<file path="config.mk">
export PLATFORM = sky130hd
export DESIGN_NAME = fwc_window
export DESIGN_NICKNAME = d
export VERILOG_FILES = /design/src/sv/fwc_pkg.sv /design/src/sv/fwc_window.sv
export SDC_FILE = /design/constraint.sdc
export NUM_CORES = 1
export LEC_CHECK = 0
export BUFFER_PORTS_ARGS = -buffer_cell sky130_fd_sc_hd__buf_2
export CAP_MARGIN = 0
export CELL_PAD_IN_SITES_DETAIL_PLACEMENT = 1
export CELL_PAD_IN_SITES_GLOBAL_PLACEMENT = 1
export CORE_ASPECT_RATIO = 0.5
export CORE_MARGIN = 4
export CORE_UTILIZATION = 33
export DETAILED_ROUTE_END_ITERATION = 16
export PLACE_DENSITY_LB_ADDON = 0.05
export SLEW_MARGIN = 20
export SYNTH_ARGS = -nofsm -noshare
export SYNTH_HDL_FRONTEND = slang
export SYNTH_SLANG_ARGS = --single-unit
export TNS_END_PERCENT = 5
</file>
<file path="constraint.sdc">
create_clock -name vclk -period 9.06
set_input_delay 0 -clock vclk [all_inputs]
set_output_delay 0 -clock vclk [all_outputs]
set_load 0.005 [all_outputs]
</file>
<file path="src/sv/fwc_pkg.sv">
`default_nettype none

package fwc_pkg;

  // Default sizes
  localparam int CHANNELS_DEF = 16;
  localparam int MEMBERS_DEF  = 64;
  localparam int KINDS_DEF    = 14;

  // Opcodes
  localparam logic [1:0] OP_EVENT = 2'd0;
  localparam logic [1:0] OP_CHAN  = 2'd1;
  localparam logic [1:0] OP_DFLT  = 2'd2;

  // Event kinds with fixed meaning
  localparam logic [3:0] KIND_JOIN  = 4'd0;
  localparam logic [3:0] KIND_CYCLE = 4'd3;
  localparam logic [3:0] KIND_LEAVE = 4'd4;

  // One (channel, kind) slot; negative period or limit selects the default
  typedef struct packed {
    logic [16:0] period;
    logic [16:0] limit;
    logic [16:0] count;
    logic [31:0] start;
  } slot_entry_t;

  localparam slot_entry_t SLOT_RESET = '{
    period: 17'h1FFFF,
    limit:  17'h1FFFF,
    count:  17'd0,
    start:  32'd0
  };

  // One result item
  typedef struct packed {
    logic [3:0]  kind;
    logic        flood;
    logic [15:0] limit;
    logic [15:0] period;
    logic [31:0] elapsed;
  } result_t;

  // Window update: result, write-back request and new slot contents
  typedef struct packed {
    result_t     res;
    logic        wr;
    slot_entry_t entry;
  } win_t;

endpackage

`default_nettype wire

</file>
<file path="src/sv/fwc_window.sv">
`default_nettype none

module fwc_window (
  input  wire fwc_pkg::slot_entry_t entry,
  input  wire logic [15:0]          dflt_period,
  input  wire logic [15:0]          dflt_limit,
  input  wire logic [3:0]           kind,
  input  wire logic [31:0]          now,
  output fwc_pkg::win_t             win
);

  logic [15:0] period;
  logic [15:0] limit;
  logic [31:0] diff;
  logic        restart;
  logic [16:0] cnt_inc;
  logic [16:0] cnt_new;
  logic        over;

  // Resolve effective period and limit
  assign period = entry.period[16] ? dflt_period : entry.period[15:0];
  assign limit  = entry.limit[16]  ? dflt_limit  : entry.limit[15:0];

  // Window age and restart test, modulo 2^32
  assign diff    = now - entry.start;
  assign restart = diff > {16'd0, period};

  // Count with restart folded in, then the flood test
  assign cnt_inc = entry.count + 17'd1;
  assign cnt_new = restart ? 17'd1 : cnt_inc;
  assign over    = cnt_new > {1'b0, limit};

  always_comb begin
    win = '0;
    win.res.kind = kind;
    win.entry    = entry;
    if (period != 16'd0) begin
      win.wr            = 1'b1;
      win.res.flood     = over;
      win.res.limit     = limit;
      win.res.period    = period;
      win.res.elapsed   = restart ? 32'd0 : diff;
      win.entry.count   = over ? 17'd0 : cnt_new;
      win.entry.start   = (restart || over) ? now : entry.start;
    end
  end

endmodule

`default_nettype wire

</file>
==> run_results.csv <==
group,metric,value,unit
yosys,yosysMostFrequentCell,"ha_1",
placement,post-place-cells,1154,
layout,nFillCells,2012,
detailed_routing,routedWlPerCell,16.8,um
yosys,netlist_instances,745,
timing,drv_slew,0,
global_routing,antenna_found_initial,0,
layout,fin_nets,1174,
placement,dpl.hpwl,16800,um
detailed_routing,first_iter_violations,191,
critical_path,critPathKind,"input pin to output port",
global_routing,grt_util_met1,24.8,%
critical_path,crit_required,9060,ps
critical_path,slowest_stage,"a221oi_1",
yosys,yosysSeqAreaShare,0,%
hold_path,hold_class,"input pin to output port",
layout,diodes,0,
global_routing,grt_start_max_net_pins,62,
detailed_routing,first_pass_iters,4,
placement,place_area,6230,um^2
layout,nClkBuffers,0,
power_and_ir_drop,power_frac_clock,0,%
power_and_ir_drop,switching_share,56.9,%
detailed_routing,ant_nets,0,
power_and_ir_drop,seqPwrFrac,0,%
critical_path,crit_fanout,46,
placement,routabilityCongestion,0.934,
cts,cts_hold_buffers,0,
global_routing,grt_pass1_wl,29600,um
yosys,synth_area_per_cell,6.75,um^2
global_routing,grt_overflow,0,
layout,design_area,6230,um^2
global_routing,grt_pass1_vias,5945,
layout,instances_no_fill,1154,
timing,relSlewSlack,57.6,%
placement,pre_cts_ws,1550,ps
critical_path,slowest_delay,550,ps
timing,setup-tns-final,0,ps
timing,finalHoldViolCount,0,
floorplanning,ios,304,
global_routing,grt-busiest-layer,"met2",
detailed_routing,viasPerCell,5.25,
power_and_ir_drop,pwr_density_cell,52.2,nW/um^2
yosys,netlist.area_leader.share,15.9,%
flow_run,maxCapViolCount,0,
floorplanning,dieArea,17400,um^2
detailed_routing,vias,6064,
critical_path,cp-end-kind,"output port",
power_and_ir_drop,power_frac_comb,100.0,%
yosys,synth_area_leaders,"ha_1, buf_4, mux2_1",
outcome,status,"finished clean",
timing,setup_violations,0,
layout,n_sequential_cell,0,
layout,multi_input_area,4330,um^2
timing,fin_crit_sh,82.9,%
global_routing,grt_util_met2,40.0,%
yosys,synthTopCellsByCount,"ha_1, nor2_1, a21oi_1, inv_1, nand2_1",
detailed_routing,drt-total-wl,19400,um
power_and_ir_drop,power.total,0.325,mW
yosys,ys.warnings.count,0,
timing,rsz0062_at_grt,"false",
yosys,syn-cell-area,5030,um^2
global_routing,grtUsageMet3,1.18,%
yosys,synth_area_leader_cell,"ha_1",
power_and_ir_drop,power.switching,0.185,mW
detailed_routing,drc,0,
layout,layout.area.seq,0,um^2
floorplanning,rows,31,
timing,hold_ws,0.00173,ps
critical_path,start_kind,"input pin",
floorplanning,core,14700,um^2
timing,tightestPinTransition,635,ps
timing,min_period,7510,ps
floorplanning,start_util,34.2,%
floorplanning,die_x,183,um
power_and_ir_drop,leakagePower,3.38,nW
power_and_ir_drop,intPower,0.140,mW
floorplanning,chipHeight,95.3,um
placement,io_buffers,280,
cts,post-cts-setup-buffers,0,
global_routing,grt.total_usage,20.1,%
layout,drive_above_1_share,31.5,%
timing,setup_slack,1550,ps
critical_path,arrival,7510,ps
timing,max_freq,133,MHz
yosys,synth_cell_types,63,
cts,cts-resized-gates,0,
layout,fin_util,42.4,%
layout,area_growth,23.8,%
power_and_ir_drop,ir_worst_vdd,0.0193,mV
[area by class of cell]
cell class         count  share of cell area [%]
multi-input cells    613                    69.5
repair buffers       283                    22.9
well taps            198                    3.98
inverters             60                    3.62
[metal layers]
metal  routed length [um]  vias to the layer above  share of wire, %
met5                    0                        -                 0
li1                     -                     3058                 -
met2                 9880                      144                51
met3                  809                       16               4.2
met1                 8540                     2846                44
met4                  182                        0              0.94
[path summary, 6_finish.rpt]
path | start | to | slack (ps) | depth (start not counted)
setup / recovery | entry[3] | win[13] | 1550 | 32
hold / removal | kind[2] | win[151] | 0.002 | 0
[cells in the final DEF, fill, tap and decap left out, types with 4 or more instances in the layout]
cell type  Yosys  routed
buf_2          2     280
ha_1          64      64
nor2_1        62      62
inv_1         60      60
nand2_1       60      60
a21oi_1       60      60
mux2i_1       33      33
mux2_1        31      31
o21ai_0       29      29
a211oi_1      22      22
nand4_1       20      20
a21o_1        20      20
nand3_1       17      17
or3_1         17      17
conb_1         1      16
xnor2_1       14      14
nor3b_1       13      13
o21a_1        11      11
nand2b_1      11      11
or2_2         10      10
o211ai_1       9       9
nor3_1         7       7
and3_1         6       6
xor2_1         6       6
or4_1          5       5
and2_1         5       5
nor2b_1        5       5
o21bai_1       5       5
o21ai_1        4       4
a31oi_1        4       4
[cell families (layout without fill, tap and decap cells)]
logic type                 after synthesis  in the layout  share of synthesized area, %
muxes                                   67             67                          14.2
buffers and inverters                  147            343                          15.3
AOI/OAI and AO/OA                      195            195                          25.3
other                                    1             16                        0.0746
and+or+nand+nor                        250            250                          25.3
xor gates and xnor gates                20             20                          3.48
adders and majority gates               65             65                          16.3
[worst max-delay path, delay by kind of cell]
kind	cells	cell delay, ps
AOI/OAI and AO/OA	13	3500
and+or+nand+nor	9	1390
buffers and inverters	5	1040
adders and majority gates	3	1000
muxes	1	350
xor gates and xnor gates	1	170
[power groups by stage]
stage,Combinational [mW],Clock (mW),Sequential (mW)
3_3_place_gp,0.319,0,0
5_1_grt,0.364,0,0
4_1_cts,0.327,0,0
6_report,0.325,0,0
2_1_floorplan,0.218,0,0
3_5_place_dp,0.326,0,0
(Power assumes the default switching activity.)
