===== config.mk =====
export PLATFORM = sky130hd
export DESIGN_NAME = fwc_ram
export DESIGN_NICKNAME = d
export VERILOG_FILES = /design/src/sv/fwc_ram.sv
export SDC_FILE = /design/constraint.sdc
export NUM_CORES = 1
export LEC_CHECK = 0
export ABC_AREA = 1
export BUFFER_PORTS_ARGS = -buffer_cell sky130_fd_sc_hd__buf_2
export CAP_MARGIN = 20
export CORE_MARGIN = 1
export CORE_UTILIZATION = 46
export DETAILED_ROUTE_END_ITERATION = 16
export MAX_ROUTING_LAYER = met4
export PLACE_DENSITY_LB_ADDON = 0.1
export SYNTH_ARGS = -nofsm -noshare
export SYNTH_HDL_FRONTEND = slang
export SYNTH_SLANG_ARGS = --single-unit
export TNS_END_PERCENT = 50

===== constraint.sdc =====
create_clock -name clk -period 5.31 [get_ports clk]
set_clock_uncertainty 0.1 [all_clocks]
set_input_delay 0.531 -clock clk [delete_from_list [all_inputs] [get_ports clk]]
set_output_delay 0.531 -clock clk [all_outputs]
set_load 0.005 [all_outputs]

===== src/sv/fwc_ram.sv =====
`default_nettype none

module fwc_ram #(
  parameter int WIDTH = 32,
  parameter int DEPTH = 16,
  localparam int AW = (DEPTH > 1) ? $clog2(DEPTH) : 1
) (
  input  wire logic             clk,
  input  wire logic             we,
  input  wire logic [AW-1:0]    waddr,
  input  wire logic [WIDTH-1:0] wdata,
  input  wire logic             re,
  input  wire logic [AW-1:0]    raddr,
  output logic      [WIDTH-1:0] rdata
);

  logic [WIDTH-1:0] mem [DEPTH];

  // Write port
  always_ff @(posedge clk) begin
    if (we) begin
      mem[waddr] <= wdata;
    end
  end

  // Registered read, held while re is low
  always_ff @(posedge clk) begin
    if (re) begin
      rdata <= mem[raddr];
    end
  end

endmodule

`default_nettype wire


==> key figures, run 1 <==
Min path
  – Hold path cells: 1
  – HP Class: input pin to flip-flop
  – Hold_sp: wdata[18]

Yosys
  – Post-synthesis sequential element count: 544
  – Post-synth top area share: 0.709
  – Cells after Synth: 2120
  – Sequential cell area fraction in the yosys report: 0.709
  – Synth Cell Area: 23100 um2
  – Largest cells by area after synthesis: edfxtp_1 71%, nand2_1 11%, nand3_1 8.4%
  – Yosys top cell by area: edfxtp_1
  – Syn avg cell area: 10.9 um2
  – Synth unique cells: 14
  – Ys Warns: 0
  – Synth Net Count: 2163

Route
  – Remaining antenna violation count: 0
  – WL per Instance: 19.7 um
  – Via/cell ratio: 5.04
  – Residual DRC count: 0
  – Via count: 14547
  – Detailed Route Iter0 Violations: 1141
  – 1st-pass router iterations: 5
  – Final wirelength: 56900 um

Clock tree
  – CTS clock-pin slew for the worst setup and hold paths: 0.07 ns
  – Num CTS Buffers: 56
  – Max clock buf depth: 3
  – Worst skew pair latency: 0.61 ns
  – Setup repair bufs after CTS: 0
  – CTS tree: built
  – Cts hold-fix bufs: 0
  – Clk sinks: 544
  – H-tree depth: 2
  – Root buf cell: clkbuf_16
  – Post_cts resized: 0

Setup path
  – CP max FO: 99
  – Worst Setup SP: raddr[0]
  – Crit. End Element: flip-flop
  – FF-to-FF Start: mem[13][17]
  – R2R cell count: 6
  – Required time worst endpoint: 5.56 ns
  – Startpoint Class: input pin
  – Kind of critical path: input pin to flip-flop
  – Critical path arrival: 2.46 ns

Global route
  – Total grt overflow: 0
  – Largest net degree at the start of global routing: 166
  – GRT Total Usage: 0.236
  – Initial antenna violation count: 3
  – First-pass GRT wire length: 85500 um
  – Vias in the first global route: 13896

Run status
  – Status: finished, final reports clean

STA
  – Worst Tran Pin Value: 1.08 ns
  – Final Hold Fails: 0
  – Minimum clock period after layout: approximately 2.2 ns
  – Final period utilization: 0.417
  – Slew headroom: 0.279
  – RSZ-0062 raised after global routing: no
  – Final setup viols: 0
  – Fin. max-slew vios: 0
  – Setup TNS: 0 ns
  – Max frequency: 0.452 GHz

Final layout
  – Util after Layout: 0.521
  – Final instance area: 25600 um2
  – Fraction of layout cells with a size suffix above 1: 0.0864
  – Area delta synth->final: 11.1%
  – Fillers: between 4000 and 5000
  – Nets: 2219
  – Non-Filler Instances: 2888

Placed design
  – Placer Congestion: about 0.78
  – Post-placement cell area: ~24000 um2
  – Post-Place Cells: 2782
  – Detailed placer's ending HPWL: roughly 29000 um
  – Port Buffers: between 70 and 80

Floorplanning
  – Floorplan row count: approximately 80
  – Die height: 226 um
  – Core Region: just under 50000 um2
  – Effective utilization at floorplan: 0.469
  – # IOs: 75
  – Die area: 51000 um2
  – Chip width: roughly 230 um

Power and ir drop
  – Peak VDD IR: approximately 0.27 mV
  – Leakage: 10.8 nW
  – PD cells: 354 nW/um2

Job
  – Max-cap violation count: 0
## logic make-up after synthesis
logic type    share of synthesized area
simple gates                      0.197
flops                             0.709
buf+inv                          0.0941
## cell usage after synthesis
master	instances
clkbuf_1	14
inv_1	388
nand3b_1	2
inv_2	1
buf_12	1
nand3_1	385
nor2_1	17
buf_4	6
nand2_1	677
buf_2	41
edfxtp_1	544
buf_6	29
inv_4	1
buf_1	14
## metrics by stage
step	hold WS (ns)	total power, mW	setup WS [ns]
after floorplan	0.530	5.28	2.69
after global placement	0.609	5.49	2.55
after detailed placement	0.614	5.50	2.52
after CTS	0.157	9.15	3.18
after global routing	0.188	9.36	2.99
final	0.196	9.06	3.10
## critical path, stage by stage
cell      delay [ns]
clkbuf_8        0.23
clkinv_8        0.36
buf_4           0.57
nand2_1         0.10
nand3_1         0.09
nand3_1         0.12
nand3_1         0.17
nand2_1         0.07
## report_power, final
| group | total (mW) | internal, mW | leakage [nW] | switching, mW |
|---|---|---|---|---|
| sequential | 4.87 | 4.84 | 4.94 | 0.0280 |
| clock | 3.65 | 2.06 | 0.817 | 1.60 |
| combinational | 0.538 | 0.143 | 5.02 | 0.395 |
## layout by cell type, fill, tap and decap left out, types with 3 or more instances in the layout
cell type	instances
buf_2	71
buf_4	29
clkbuf_1	19
clkbuf_16	57
clkinv_1	15
clkinv_2	8
diode_2	3
edfxtp_1	544
inv_1	386
nand2_1	677
nand3_1	385
nor2_4	16
## cell type report
type	count	area (um2)	area share
Multi-Input combinational cell	1081	4670	0.182
Clock inverter	27	174	0.00679
Sequential cell	544	16300	0.638
Timing Repair Buffer	103	627	0.0245
Tap cell	664	831	0.0324
Clock buffer	76	1500	0.0585
Antenna cell	3	7.51	0.000293
Inverter	390	1480	0.0577
## path summary, 6_finish.rpt
kind	to	slack, ns
max	rdata[25]	3.10
min	mem[15][18]	0.20
max reg2reg	rdata[17]	4.02
min reg2reg	rdata[4]	0.63
## sequential cells by signal, indices dropped and copies added (netlist names)
signal,cells
rdata,32
mem,512
## metal layers
metal,vias to the layer above,track usage,wire [um]
met5,-,-,0
met2,411,0.381,27500
li1,6996,-,-
met4,0,0.0630,1100
met3,79,0.0363,3220
met1,7061,0.311,25100
Note: power is estimated with default switching activity, not from simulation.
==> inputs of run 2 (changes only) <==
==> constraint.sdc (replaced) <==
create_clock -name clk -period 2 [get_ports clk]
set_clock_uncertainty 0.1 [all_clocks]
set_input_delay 0.2 -clock clk [delete_from_list [all_inputs] [get_ports clk]]
set_output_delay 0.2 -clock clk [all_outputs]
set_load 0.005 [all_outputs]
==> key figures, run 2 (same netlist as run 1, synthesis figures left out) <==
Global route
  – Vias in the first global route: 14485
  – First-pass GRT wire length: approximately 89000 um
  – Initial antenna violation count: 5
  – Total grt overflow: 0
  – Largest net degree at the start of global routing: 74
  – GRT Total Usage: 0.244

Placed design
  – Port Buffers: 74
  – Post-Place Cells: 2813
  – Detailed placer's ending HPWL: 32000 um
  – Placer Congestion: just under 0.8

Final layout
  – Util after Layout: 0.542
  – Area delta synth->final: 15.6%
  – Fraction of layout cells with a size suffix above 1: 0.0977
  – Largest register by flop count: mem
  – Fillers: 4249
  – Most common cell after layout, fill and taps aside: nand2_1
  – Top Registers: mem x512, rdata x32
  – Non-Filler Instances: a little under 3000
  – Max FFs per register: 512
  – Most frequent cells in the layout: 677 x nand2_1, 544 x edfxtp_1, 386 x inv_1, 385 x nand3_1, 71 x buf_2
  – Nets: 2285

Clock tree
  – Post_cts resized: 0
  – Root buf cell: clkbuf_16
  – CTS tree: built
  – Setup repair bufs after CTS: 0
  – Max clock buf depth: 3
  – Num CTS Buffers: 57
  – H-tree depth: 2
  – Clk sinks: 544
  – Cts hold-fix bufs: 34
  – CTS clock-pin slew for the worst setup and hold paths: 0.06 ns
  – Worst skew pair latency: 0.62 ns

Floorplanning
  – Chip width: 226 um
  – Floorplan row count: 81
  – Core Region: 49200 um2
  – Die height: 226 um
  – Effective utilization at floorplan: 0.469
  – # IOs: 75
  – Die area: 51000 um2

Power and ir drop
  – Peak VDD IR: 0.697 mV
  – Leakage: 11.2 nW
  – Sw frac: 0.222
  – Cell-internal power: 19.1 mW
  – Combinational power share: 0.067
  – PD cells: slightly above 900 nW/um2
  – Clock power share: 0.407
  – Switching pwr: 5.46 mW
  – Register share of total power: 0.526

Setup path
  – Crit. End Element: output port
  – Worst Setup SP: rdata[22]
  – Crit path buffers/inverters: 1
  – Slowest stage delay, CP: between 0.4 and 0.5 ns
  – Kind of critical path: flip-flop to output port
  – R2R cell count: 6
  – Startpoint Class: flip-flop
  – FF-to-FF End: rdata[18]
  – Flop2flop setup slack: 0.72 ns
  – Critical path arrival: 1.23 ns
  – Worst path slowest cell: edfxtp_1
  – FF-to-FF Start: mem[15][18]
  – Required time worst endpoint: 1.70 ns
  – CP max FO: 1
  – CP delay by family, top: flip-flops
  – Crit-path cells: buf_2

STA
  – Final Hold Fails: 0
  – Fin Hold WS: 0.183 ns
  – Final period utilization: 0.765
  – Max frequency: 0.654 GHz
  – Final setup viols: 0
  – RSZ-0062 raised after global routing: no
  – Fin. max-slew vios: 0
  – Setup TNS: 0 ns
  – Worst Tran Pin Value: 0.884 ns
  – Slew headroom: 0.411
  – Minimum clock period after layout: about 1.5 ns

Route
  – 1st-pass router iterations: 7
  – Final wirelength: 58200 um
  – Via count: 14896
  – Detailed Route Iter0 Violations: approximately 1400
  – Remaining antenna violation count: 0
  – WL per Instance: about 20 um
  – Residual DRC count: 0
  – Via/cell ratio: around 5

Min path
  – HP Class: input pin to flip-flop
  – Worst hold endpoint: rdata[22]
  – Hold_sp: raddr[0]
  – Hold path cells: 7

Job
  – Max-cap violation count: 0

Run status
  – Status: finished, final reports clean
[run 2: how the worst max path moves through the flow]
stage / cells past startpoint / to / slack [ns]
floorplan: 2 / mem[10][0] / -0.29
global placement: 8 / rdata[22] / 0.25
detailed placement: 8 / rdata[22] / 0.24
CTS: 1 / rdata[22] / 0.43
global route: 1 / rdata[22] / 0.44
finish: 1 / rdata[22] / 0.47
[run 2: per-layer routing]
layer,GRT usage,share of wire
met1,0.345,0.46
met4,0.0577,0.015
met3,0.0327,0.064
met5,-,0
met2,0.374,0.46
[run 2: power groups by stage]
stage          Clock (mW)  Sequential, mW  Combinational [mW]
6_report             9.99            12.9                1.64
5_1_grt              10.6            12.9                1.82
2_1_floorplan           0            13.2               0.870
4_1_cts              10.2            12.9                1.65
3_3_place_gp            0            13.2                1.59
3_5_place_dp            0            13.2                1.60
[run 2: per-stage QoR]
step           worst slack (ns)  total power [mW]  instance area [um2]
6_report                  0.470              24.5                26700
5_1_grt                   0.443              25.3                26700
4_1_cts                   0.427              24.7                26600
3_5_place_dp              0.239              14.8                24600
3_3_place_gp              0.249              14.7                24600
2_1_floorplan            -0.293              14.0                23100
[run 2: final cells by class]
class	count	area (um2)	share of cell area
flip-flops and latches	544	16300	0.613
multi-input cells	1081	4670	0.175
repair buffers	168	1610	0.0605
clock buffers	73	1530	0.0574
inverters	390	1470	0.0553
well taps	664	831	0.0312
clock inverters	27	196	0.00737
diodes	5	12.5	0.000469
